<file path="src/design/fnvhs_pkg.sv">
// ----------------------------------------------------------------------------
// fnvhs_pkg
// shared types, operation codes and hash constants of the fnv-1a history set
// ----------------------------------------------------------------------------
`default_nettype none

package fnvhs_pkg;

  localparam int unsigned HISTORY_DEPTH_DEF = 512;

  localparam int unsigned HASH_W  = 64;
  localparam int unsigned BYTE_W  = 8;
  localparam int unsigned OP_W    = 2;
  localparam int unsigned COUNT_W = 10;

  localparam logic [HASH_W-1:0] FNV_BASIS = 64'd1469598103934665603;
  // prime is 2^40 + 0x1b3
  localparam int unsigned       PRIME_HI_SHIFT = 40;
  localparam int unsigned       PRIME_MID_SHIFT = 8;
  localparam logic [HASH_W-1:0] PRIME_LOW = 64'hB3;

  localparam logic [OP_W-1:0] OP_ABSORB = 2'd0;
  localparam logic [OP_W-1:0] OP_RECORD = 2'd1;
  localparam logic [OP_W-1:0] OP_QUERY  = 2'd2;
  localparam logic [OP_W-1:0] OP_CLEAR  = 2'd3;

  typedef struct packed {
    logic [OP_W-1:0]   operation;
    logic [BYTE_W-1:0] data_byte;
  } req_item_t;

  typedef struct packed {
    logic [HASH_W-1:0]  hash_value;
    logic               seen;
    logic               stored;
    logic [COUNT_W-1:0] entry_count;
  } rsp_item_t;

  typedef struct packed {
    logic shift;
    logic clear;
    logic scan;
  } cell_ctrl_t;

endpackage

`default_nettype wire

</file>
<file path="src/design/fnvhs_cell.sv">
// ----------------------------------------------------------------------------
// fnvhs_cell
// one history entry with its slot of the shifting hit chain
// ----------------------------------------------------------------------------
`default_nettype none

module fnvhs_cell
  import fnvhs_pkg::*;
(
  input  wire logic              clk,
  input  wire cell_ctrl_t        ctrl,
  input  wire logic [HASH_W-1:0] entry_in,
  input  wire logic [HASH_W-1:0] query_hash,
  input  wire logic              hit_in,
  output logic      [HASH_W-1:0] entry_out,
  output logic                   hit_out
);

  logic [HASH_W-1:0] entry;
  logic              hit;

  always_ff @(posedge clk) begin
    if (ctrl.shift) begin
      entry <= entry_in;
    end
    if (ctrl.clear) begin
      hit <= 1'b0;
    end else if (ctrl.scan) begin
      hit <= hit_in | (entry == query_hash);
    end
  end

  assign entry_out = entry;
  assign hit_out   = hit;

endmodule

`default_nettype wire
</file>
<file path="config.mk">
export PLATFORM = sky130hd
export DESIGN_NAME = fnvhs_cell
export DESIGN_NICKNAME = d
export VERILOG_FILES = /design/src/design/fnvhs_pkg.sv /design/src/design/fnvhs_cell.sv
export SDC_FILE = /design/constraint.sdc
export NUM_CORES = 1
export LEC_CHECK = 0
export BUFFER_PORTS_ARGS = -buffer_cell sky130_fd_sc_hd__buf_2
export CAP_MARGIN = 25
export CORE_MARGIN = 2
export CORE_UTILIZATION = 40
export DETAILED_ROUTE_END_ITERATION = 6
export PLACE_DENSITY = 0.78
export SKIP_CTS_REPAIR_TIMING = 1
export SYNTH_ARGS = -nofsm -noshare
export SYNTH_HDL_FRONTEND = slang
export SYNTH_SLANG_ARGS = --single-unit
</file>
<file path="constraint.sdc">
create_clock -name clk -period 1.8 [get_ports clk]
set_input_delay 0.09 -clock clk [delete_from_list [all_inputs] [get_ports clk]]
set_output_delay 0.09 -clock clk [all_outputs]
set_load 0.01 [all_outputs]
</file>
== Yosys cells after proc, flatten, opt, wreduce, memory -nomap -nowiden ==
Cells that the tools add are included.

* Equality and inequality tests: 1
* Bitwise operators: 1

{| class="wikitable"
|+ Operators by type and width
! cell !! count
|-
| equality test 64 bit || 1
|-
| OR 1 bit || 1
|}

* Register bits after elaboration: 65
* Input port bits: 133
* Logic and storage cells: 4

== Logic depth before layout (Yosys ltp) ==
* Word-level depth: 2
* Mapped depth: 5
* Gate-level depth less buffers: 5

== Least setup slack after synthesis ==
Ideal clock, no wire load.

* Kind: register to register
* From: reg entry[8], in the netlist entry_out[8]
* To: reg hit, in the netlist hit_out
* Setup time: 0.091 ns
* Arrival: 1.281 ns
* Required time: 1.709 ns
* Slack: 0.428 ns
* Cell stages (with the launch flop): 6
* Path buffers: 0
* Period minus slack after synthesis: 1.372 ns
* Cells stage by stage: edfxtp_1 > xnor2_1 > nand4_1 > nor4_1 > nand4_1 > a311oi_1

* Longest elaborated chain between the ends: 2

{| class="wikitable"
|+ RTL lines
! item !! RTL line !! text
|-
| start, declared || fnvhs_cell.sv:19 || <nowiki>logic [HASH_W-1:0] entry;</nowiki>
|-
| start signal, assigned || fnvhs_cell.sv:24 || <nowiki>entry <= entry_in;</nowiki>
|-
| equality test 64 bit || fnvhs_cell.sv:29 || <nowiki>hit <= hit_in | (entry == query_hash);</nowiki>
|-
| OR 1 bit || fnvhs_cell.sv:29 ||
|-
| end signal, assigned || fnvhs_cell.sv:29 ||
|-
| end, declared || fnvhs_cell.sv:20 || <nowiki>logic hit;</nowiki>
|}

No other way between the ends.
A chain may end at the register's enable or synchronous reset.

== Worst setup path in the final report ==
* From: reg entry[36], in the netlist entry_out[36]
* To: reg hit, in the netlist hit_out

Same word-level chain as after synthesis.

==> flow_metrics.tcl <==
set metrics [dict create \
    status "finished clean" \
    clk_latency_ns 0.33 \
    placed_cells 429 \
    design.portCount 198 \
    antenna_cells 0 \
    slowest_delay_ns 0.43 \
    numPortBuffers 197 \
    via_count 2349 \
    max-cap-violations 0 \
    fp.dieArea_sq_mm 0.00731 \
    cp_data_arrival_time_ns 1.84 \
    synth_cells 153 \
    fin_skew_ns 0.00487 \
    min_from "hit_in" \
    cts_buffers 9 \
    chipWidth_microns 85.5 \
    finalCritPeriodShare_pct 89.3 \
    path_cells "xnor2_1 > nand4_1 > nor4_1 > buf_4 > nand4_1 > a311oi_1" \
    setup_tns_ns 0 \
    num_rows 29 \
    first_pass_iters 4 \
    coreArea_sq_mm 0.00639 \
    worst-path-buf-inv 1 \
    drc 0 \
    ir_drop_mv 0.615 \
    synth-seq-cells 65 \
    finalInstanceArea_sq_mm 0.00461 \
    drive_gt1_share_pct 49.2 \
    cp_common_cell "nand4_1" \
    grt_usage_pct 17.8 \
    drtIter0Drc 51 \
    report.final.setup_viol 0 \
    clock_path_buffers 2 \
    power_density_mw_per_mm2 799 \
    layout_min_cycle_time_ns 1.61 \
    wire_per_inst_microns 15.7 \
    slew_headroom_pct 76.6 \
    startpoint "entry_out[36]$_DFFE_PP_" \
    cts-root-buf "clkbuf_8" \
    overflow 0 \
    htreeDepth 3 \
    yosys.area.top_type "edfxtp_1" \
    seqCellArea_sq_mm 0.00194 \
    grt_max_degree 65 \
    die_y_microns 85.5 \
    dp_hpwl_microns 5200 \
    slowest_stage "edfxtp_1" \
    r2r-start "entry_out[36]$_DFFE_PP_" \
    end_kind "flip-flop" \
    cts_num_sinks 65 \
    startpoint_type "flip-flop" \
    syn_to_final_growth_pct 73.5 \
    netlist_area_sq_mm 0.00266 \
    wirelength_microns 8020 \
    via_per_inst 4.61 \
    fillers 436 \
    fmax_mhz 622 \
    required_ns 2.03 \
    antenna_found_initial 0 \
    ant_nets 0 \
    yosys.area.top_type_share_pct 72.4 \
    power.total_mw 3.68 \
    final_core_util_pct 72.2 \
    hold_path.class "in -> reg" \
    start_util_pct 41.6 \
    worstSetupPathType "reg -> reg" \
    finalNonFillerCells 510 \
    synth_nets 286 \
    grt_pass1_vias 2094 \
    ys_warn_count 0 \
    cts_tree "built" \
    place_area_sq_mm 0.00377 \
    grt_pass1_wl_microns 9630 \
    yosysSeqAreaShare_pct 73.1 \
    ys_top_cells_by_area "edfxtp_1 72%, xnor2_1 21%, nand4_1 4.0%, dfxtp_1 0.75%, nor4_1 0.71%" \
    crit_family "simple AND/OR/NAND/NOR gates" \
    multiInputGateArea_sq_um 717 \
    ys_types 9 \
    hold_violations 0 \
    finalNetCount 562 \
    rsz0062_at_grt "false" \
    cp_max_fo 2 \
    tightest_slew_ns 0.348 \
    drv_slew 0 \
    synth_area_per_cell_sq_um 17.4 \
    gp_congestion 0.729 \
    path_clk_slew_ns 0.06 \
    p_leak_nw 1.94 \
]
==> kinds of logic (layout without fill, tap and decap cells) <==
logic type      Yosys count  after routing  synth area share, %
simple gates             22             22                 5.32
flops                    65             65                 73.1
buf+inv                   1            281                0.141
xor+xnor                 64             64                 21.1
compound gates            1              1                0.330
==> routing by layer <==
metal / GRT usage, % / up-vias / part of all wire [%]
met2: 32.4 / 125 / 56
met5: 0 / - / 0
met4: 7.07 / 0 / 1.1
met1: 18.2 / 1095 / 34
li1: - / 1122 / -
met3: 7.22 / 7 / 8.8
==> flip-flops by register name (all words and copies together) (netlist names) <==
name,cells
entry_out,64
hit_out,1
==> tightest hold or removal path: cells and delay by family <==
kind	cells	cell delay, ns
buf+inv	2	0.15
compound gates	1	0.08
==> final cells by class <==
type,instances,area share [%]
flip-flops and latches,65,42.1
repair buffers,265,36.3
multi-input cells,87,15.6
clock buffers,10,2.77
well taps,77,2.09
clock inverters,5,1.03
inverters,1,0.0815
==> layout by cell type (no fill, tap or decap) <==
master           n
buf_2          197
dlygate4sd3_1   66
xnor2_1         64
edfxtp_1        64
nand4_1         17
clkbuf_8         9
nor4_2           2
nor4_1           2
clkinv_1         2
clkinv_2         2
inv_1            1
nor2_1           1
a311oi_1         1
clkbuf_1         1
bufinv_16        1
dfxtp_1          1
buf_4            1
buf_12           1
==> power breakdown <==
part / leakage (nW) / internal, mW / switching, mW
combinational: 1.22 / 0.395 / 0.278
clock: 0.0910 / 0.618 / 0.509
sequential: 0.635 / 1.80 / 0.0814
==> stage by stage <==
stage	hold slack, ns	setup WS, ns
floorplan	0.162	0.428
global placement	0.266	0.0739
detailed placement	0.268	0.0646
CTS	-0.0862	0.0522
global route	0.0207	0.0485
finish	0.0378	0.192
==> cells in the mapped netlist <==
cell type	number
nor4_1	3
nor2_1	1
a311oi_1	1
nor4_2	1
edfxtp_1	64
dfxtp_1	1
nand4_1	17
xnor2_1	64
inv_1	1
==> final timing paths <==
path / to / slack [ns] / cells past startpoint
worst max-delay path: hit_out$_SDFFE_PP0P_ / 0.19 / 6
worst min register to register: hit_out$_SDFFE_PP0P_ / 0.50 / 2
worst max register to register: hit_out$_SDFFE_PP0P_ / 0.19 / 6
worst min-delay path: hit_out$_SDFFE_PP0P_ / 0.04 / 3
No activity file was read; power rests on OpenSTA's default activity.
