`config.mk`:
```
export PLATFORM = sky130hd
export DESIGN_NAME = fnvhs_hasher
export DESIGN_NICKNAME = d
export VERILOG_FILES = /design/src/design/fnvhs_pkg.sv /design/src/design/fnvhs_hasher.sv
export SDC_FILE = /design/constraint.sdc
export NUM_CORES = 1
export LEC_CHECK = 0
export CORE_MARGIN = 2
export CORE_UTILIZATION = 65
export CTS_CLUSTER_SIZE = 10
export DETAILED_ROUTE_END_ITERATION = 8
export DONT_BUFFER_PORTS = 1
export PLACE_DENSITY = 0.92
export SYNTH_ARGS = -nofsm -noshare
export SYNTH_HDL_FRONTEND = slang
export SYNTH_SLANG_ARGS = --single-unit
```
`constraint.sdc`:
```
create_clock -name clk -period 16.9 [get_ports clk]
set_input_delay 3.38 -clock clk [delete_from_list [all_inputs] [get_ports clk]]
set_output_delay 3.38 -clock clk [all_outputs]
set_load 0.1 [all_outputs]
```
`src/design/fnvhs_pkg.sv`:
```
// ----------------------------------------------------------------------------
// fnvhs_pkg
// shared types, operation codes and hash constants of the fnv-1a history set
// ----------------------------------------------------------------------------
`default_nettype none

package fnvhs_pkg;

  localparam int unsigned HISTORY_DEPTH_DEF = 512;

  localparam int unsigned HASH_W  = 64;
  localparam int unsigned BYTE_W  = 8;
  localparam int unsigned OP_W    = 2;
  localparam int unsigned COUNT_W = 10;

  localparam logic [HASH_W-1:0] FNV_BASIS = 64'd1469598103934665603;
  // prime is 2^40 + 0x1b3
  localparam int unsigned       PRIME_HI_SHIFT = 40;
  localparam int unsigned       PRIME_MID_SHIFT = 8;
  localparam logic [HASH_W-1:0] PRIME_LOW = 64'hB3;

  localparam logic [OP_W-1:0] OP_ABSORB = 2'd0;
  localparam logic [OP_W-1:0] OP_RECORD = 2'd1;
  localparam logic [OP_W-1:0] OP_QUERY  = 2'd2;
  localparam logic [OP_W-1:0] OP_CLEAR  = 2'd3;

  typedef struct packed {
    logic [OP_W-1:0]   operation;
    logic [BYTE_W-1:0] data_byte;
  } req_item_t;

  typedef struct packed {
    logic [HASH_W-1:0]  hash_value;
    logic               seen;
    logic               stored;
    logic [COUNT_W-1:0] entry_count;
  } rsp_item_t;

  typedef struct packed {
    logic shift;
    logic clear;
    logic scan;
  } cell_ctrl_t;

endpackage

`default_nettype wire

```
`src/design/fnvhs_hasher.sv`:
```
// ----------------------------------------------------------------------------
// fnvhs_hasher
// running fnv-1a hash register and the byte fold
// ----------------------------------------------------------------------------
`default_nettype none

module fnvhs_hasher
  import fnvhs_pkg::*;
(
  input  wire logic              clk,
  input  wire logic              rst,
  input  wire logic              take,
  input  wire logic [OP_W-1:0]   operation,
  input  wire logic [BYTE_W-1:0] data_byte,
  output logic      [HASH_W-1:0] folded
);

  logic [HASH_W-1:0] running_hash;
  logic [HASH_W-1:0] mixed;

  always_comb begin
    mixed  = running_hash ^ HASH_W'(data_byte);
    folded = (mixed << PRIME_HI_SHIFT) + (mixed << PRIME_MID_SHIFT) + (mixed * PRIME_LOW);
  end

  always_ff @(posedge clk) begin
    if (rst) begin
      running_hash <= FNV_BASIS;
    end else if (take) begin
      if (operation == OP_ABSORB) begin
        running_hash <= folded;
      end else begin
        running_hash <= FNV_BASIS;
      end
    end
  end

endmodule

`default_nettype wire

```
* Word-level counts from Yosys, hierarchy flattened *
Index checks and enable logic that the tools add are counted.

storage, ports and cells
  word-level logic and storage cells = 7
  input bits = 13
  bits in registers = 64

cells by class
  multiply operators = 1
  $add $sub $neg = 2
  reduce and logical (&&, ||, !) cells = 1
  mux-type cells = 1
  bitwise operators = 1

operator list
  operator                 count
  $add A64 B64 Y64         2
  $mul A64 B8 Y64 const B  1
  $mux W64                 1
  $xor A64 B8 Y64          1
  $logic_not A2 Y1         1

* Depth between registers and ports, before layout *
  depth after elaboration = 4
  mapped depth = 21

* Worst setup path before layout *
OpenSTA, ideal clock, no wires.

  kind = input to output
  start = input port data_byte[0]
  end = output port folded[63]
  cell stages on the path = 16
  slack = 3,730 ps
  arrival time = 9,790 ps
  data required time = 13,520 ps
  path through = xor2_1 -> ha_1 -> ha_1 -> inv_1 -> fa_1 -> inv_1 -> ha_1 -> ha_1 -> fa_1 -> a211oi_1 -> nor2_1 -> a211oi_4 -> o221ai_2 -> o21ai_1 -> a31oi_1 -> o31ai_1

on the way
  word-level cells in the longest chain between the ends = 3
  elaborated cells between the ends (all ways) = 4

RTL lines
  element                                              line                RTL
  start: declaration                                   fnvhs_hasher.sv:14  input wire logic [BYTE_W-1:0] data_byte,
  $xor A64 B8 Y64 *                                    fnvhs_hasher.sv:22  mixed = running_hash ^ HASH_W'(data_byte);
  $mul A64 B8 Y64 or $add A64 B64 Y64 (tied branches)  fnvhs_hasher.sv:23  folded = (mixed << PRIME_HI_SHIFT) + (mixed << PRIME_MID_SHIFT) + (mixed * PRIME_LOW);
  $add A64 B64 Y64 *                                   fnvhs_hasher.sv:23
  end: declaration                                     fnvhs_hasher.sv:15  output logic [HASH_W-1:0] folded

Every way passes the cells marked *; elsewhere a longest branch is shown, timed or not.

* Final worst setup path *
  start = input port data_byte[5]
  end = output port folded[61]

The elaborated chain is that of the path after synthesis.

==> flow_summary.rst <==
.. list-table::
   :header-rows: 1

   * - Metric
     - Value
   * - Number of nets with antenna violations after routing
     - 0
   * - Tightest slew margin relative to the limit
     - 0.194
   * - Element type at the critical path end
     - primary output
   * - Total die area
     - 21,900 µm²
   * - Share of the synthesized area in the top cell type
     - 0.366
   * - Maximum clock frequency
     - 0.0782 GHz
   * - Initial antenna violation count
     - 0
   * - Required @ worst endpoint
     - 13.52 ns
   * - Endpoints failing hold
     - 0
   * - Antenna diode count
     - 0
   * - Filler-free cell count of the finished design
     - 1,634
   * - Endpoint arrival time on the critical path
     - 9.41 ns
   * - Initial core utilization
     - 0.665
   * - Ports
     - 77
   * - TritonCTS clock tree
     - built
   * - Pin count of the biggest net entering global routing
     - 38
   * - Worst reg2reg setup slack
     - 10.26 ns
   * - Longest Clk Path Bufs
     - 2
   * - Total half-perimeter wirelength after legalization and detailed placement
     - 31,000 µm
   * - DP Cell Count
     - 1,618
   * - Share of post-route cells with drive strength above 1
     - 0.115
   * - Post-cts hold buffer count
     - 0
   * - Ratio of final minimum period to clock period
     - 0.757
   * - Number of synthesized register bits
     - 64
   * - Routability Congestion
     - 1.04
   * - Drt via density
     - 6.58
   * - CTS HTree Levels
     - 3
   * - Warning count from the yosys run
     - 0
   * - TritonCTS sink count
     - 64
   * - Clk Latency, worst-skew pair
     - 0.36 ns
   * - RSZ-0062 raised after global routing
     - false
   * - Number of buffers created by CTS
     - 9
   * - Worst slew pin tran
     - 1.21 ns
   * - Total gr overflow
     - 0
   * - Area of the core
     - 20,300 µm²
   * - CTS root buf
     - clkbuf_16
   * - Total wire length after detailed routing
     - 38,600 µm
   * - Registers with the most flip-flops
     - running_hash: 64 flops
   * - Clock slew at the register clock pins of the worst setup and hold paths
     - 0.06 ns
   * - Number of pins with negative max-slew slack in the final report
     - 0
   * - Prevailing post-synth register cell
     - dfxtp_1
   * - Setup Skew
     - 0.0109 ns
   * - Die extent in y
     - 148 µm
   * - Remaining DRCs
     - 0
   * - Count of endpoints failing setup in the final report
     - 0
   * - Number of synthesized flops with an enable pin
     - 0
   * - Hold Path Origin
     - running_hash[63]
   * - Critical Path Source
     - data_byte[5]
   * - Final TNS setup
     - 0 ns
   * - Growth of design area from synthesis to finish
     - 10.1%
   * - Count of cells resized by post-cts repair
     - 0
   * - MaxCap Viol Count
     - 0
   * - Summed instance area of the synthesized netlist
     - 13,500 µm²
   * - Distinct cell type count after synthesis
     - 66
   * - Post-CTS setup buffer count
     - 0
   * - Total via count in the routed design
     - 10,700
   * - Async S/R FF share, synth
     - 0
   * - Final-stage net count
     - 1,844
   * - Worst R2R End
     - running_hash[63]
   * - Run status
     - complete, no violations
   * - All-layer global routing usage
     - 0.370
   * - Count of mapped cells out of synthesis
     - 1,329
   * - Register area share after synthesis
     - 0.0949
   * - Avg Synthesized Cell Area
     - 10.2 µm²
   * - Number of nets produced by synthesis
     - 1,814
   * - End of the worst hold path
     - running_hash[63]
   * - Routed wirelength normalized by instance count
     - 23.6 µm
   * - Kind of critical path
     - in -> out
   * - Crit path max fanout
     - 6
   * - Count of filler cells inserted in the layout
     - 1,287
   * - Hold Crit Depth
     - 1
   * - Main area contributors after synthesis
     - fa_1 (37%), ha_1 (21%), dfxtp_1 (9.5%)
   * - Worst hold path class
     - reg -> reg
   * - Largest register FFs
     - 64
   * - Cell depth of the worst flop-to-flop path
     - 17
   * - Post-synthesis cell type with the largest combined area
     - fa_1
   * - Final critical delay including setup and external delays
     - 12.79 ns
   * - First-pass iteration count of the detailed router
     - 6
   * - Width of the die
     - 148 µm
   * - Number of cell rows
     - 52
   * - Count of input and output buffers
     - 0
   * - Most flop-heavy register
     - running_hash
   * - CP Launch Type
     - input port
   * - First-pass GRT wire length
     - 62,200 µm
   * - Starting DRT DRC Count
     - 1,007
   * - Critical register-to-register path startpoint
     - running_hash[5]
   * - Vias in the first global route
     - 11,900
## synthesized netlist by cell type, drive strengths merged (2+ instances only)
cell / n
nand2b: 18
o22a: 6
nand2: 63
o21bai: 7
o21ai: 40
a31o: 6
buf: 11
inv: 182
a31oi: 13
dfxtp: 64
a22o: 13
o21a: 6
a41oi: 2
ha: 225
nor2: 69
nand4: 18
clkbuf: 30
a21oi: 79
or2: 2
a221oi: 2
xnor2: 48
nor2b: 17
o22ai: 19
xor2: 31
a21o: 26
nand3: 12
o31ai: 8
a211oi: 13
nor3: 12
and2: 2
o2111ai: 2
and3: 6
o221ai: 2
a2bb2oi: 9
o211ai: 3
a211o: 3
fa: 247
## cell usage in the layout (no fill, tap or decap), types with 3 or more instances in the layout
cell type / instances
fa_1: 247
ha_1: 225
inv_1: 182
a21oi_1: 77
nor2_1: 68
dfxtp_1: 64
nand2_1: 63
buf_4: 60
o21ai_0: 33
xnor2_2: 32
a21o_1: 26
xor2_2: 23
o22ai_1: 19
nand2b_1: 18
nand4_1: 17
nor2b_1: 17
xnor2_1: 16
a22o_1: 13
nand3_1: 12
a31oi_1: 12
nor3_1: 11
a211oi_1: 10
clkbuf_16: 9
xor2_1: 8
a2bb2oi_1: 8
o21bai_1: 7
o21a_1: 6
and3_1: 6
o21ai_1: 6
o31ai_1: 6
o22a_1: 6
a31o_2: 5
a211o_1: 3
o211ai_1: 3
## final cells by class
type / count / area (µm²) / share of cell area
multi-input cells: 1042 / 11800 / 0.793
flip-flops and latches: 64 / 1280 / 0.0862
inverters: 182 / 683 / 0.0459
repair buffers: 60 / 450 / 0.0303
well taps: 270 / 338 / 0.0227
clock buffers: 11 / 243 / 0.0163
clock inverters: 5 / 80.1 / 0.00538
## through the flow
stage               hold slack [ns]   util  setup WS (ns)  area [µm²]
floorplan                     0.463      -           3.73       13500
global placement              0.495  0.717           4.35       14500
detailed placement            0.489  0.717           4.24       14500
CTS                           0.514  0.733           4.18       14900
global route                  0.535  0.733           3.88       14900
finish                        0.511  0.733           4.11       14900
## metal layers
metal	vias up	share of wire	routed length [µm]	global-route usage
li1	4541	-	-	-
met3	198	0.099	3800	0.0831
met1	5315	0.35	13600	0.443
met4	0	0.070	2710	0.223
met5	-	0	0	0
met2	695	0.48	18500	0.614
## worst max path at each step
stage	end	slack, ns	cells after the start
finish	folded[61]	4.11	19
detailed placement	folded[61]	4.24	20
CTS	folded[61]	4.18	19
floorplan	folded[63]	3.73	16
global route	folded[61]	3.88	19
global placement	folded[61]	4.35	20
## worst max-delay path: stages
cell       delay (ns)
xor2_1           0.62
inv_1            0.22
fa_1             0.55
inv_1            0.05
ha_1             0.30
fa_1             0.56
fa_1             0.45
ha_1             0.33
ha_1             0.40
nand4_1          0.16
nor2_1           0.09
a211oi_4         0.46
a311oi_2         0.24
o2111ai_1        0.38
nand2_1          0.20
a211o_1          0.32
a21oi_1          0.25
xnor2_2          0.14
buf_4            0.31
## logic make-up (layout without fill, tap and decap cells)
logic type / after synthesis / in the layout / synth area share
DFF: 64 / 64 / 0.0949
adders and majority gates: 472 / 472 / 0.575
buffers and inverters: 223 / 258 / 0.0635
and+or+nand+nor: 223 / 223 / 0.0793
muxes: 1 / 1 / 0.000741
xor gates and xnor gates: 79 / 79 / 0.0512
AOI/OAI and AO/OA: 267 / 267 / 0.136
Power is left out: the tool's default activity adds up to more than one toggle a clock period on the data nets, which glitch-free logic cannot reach.
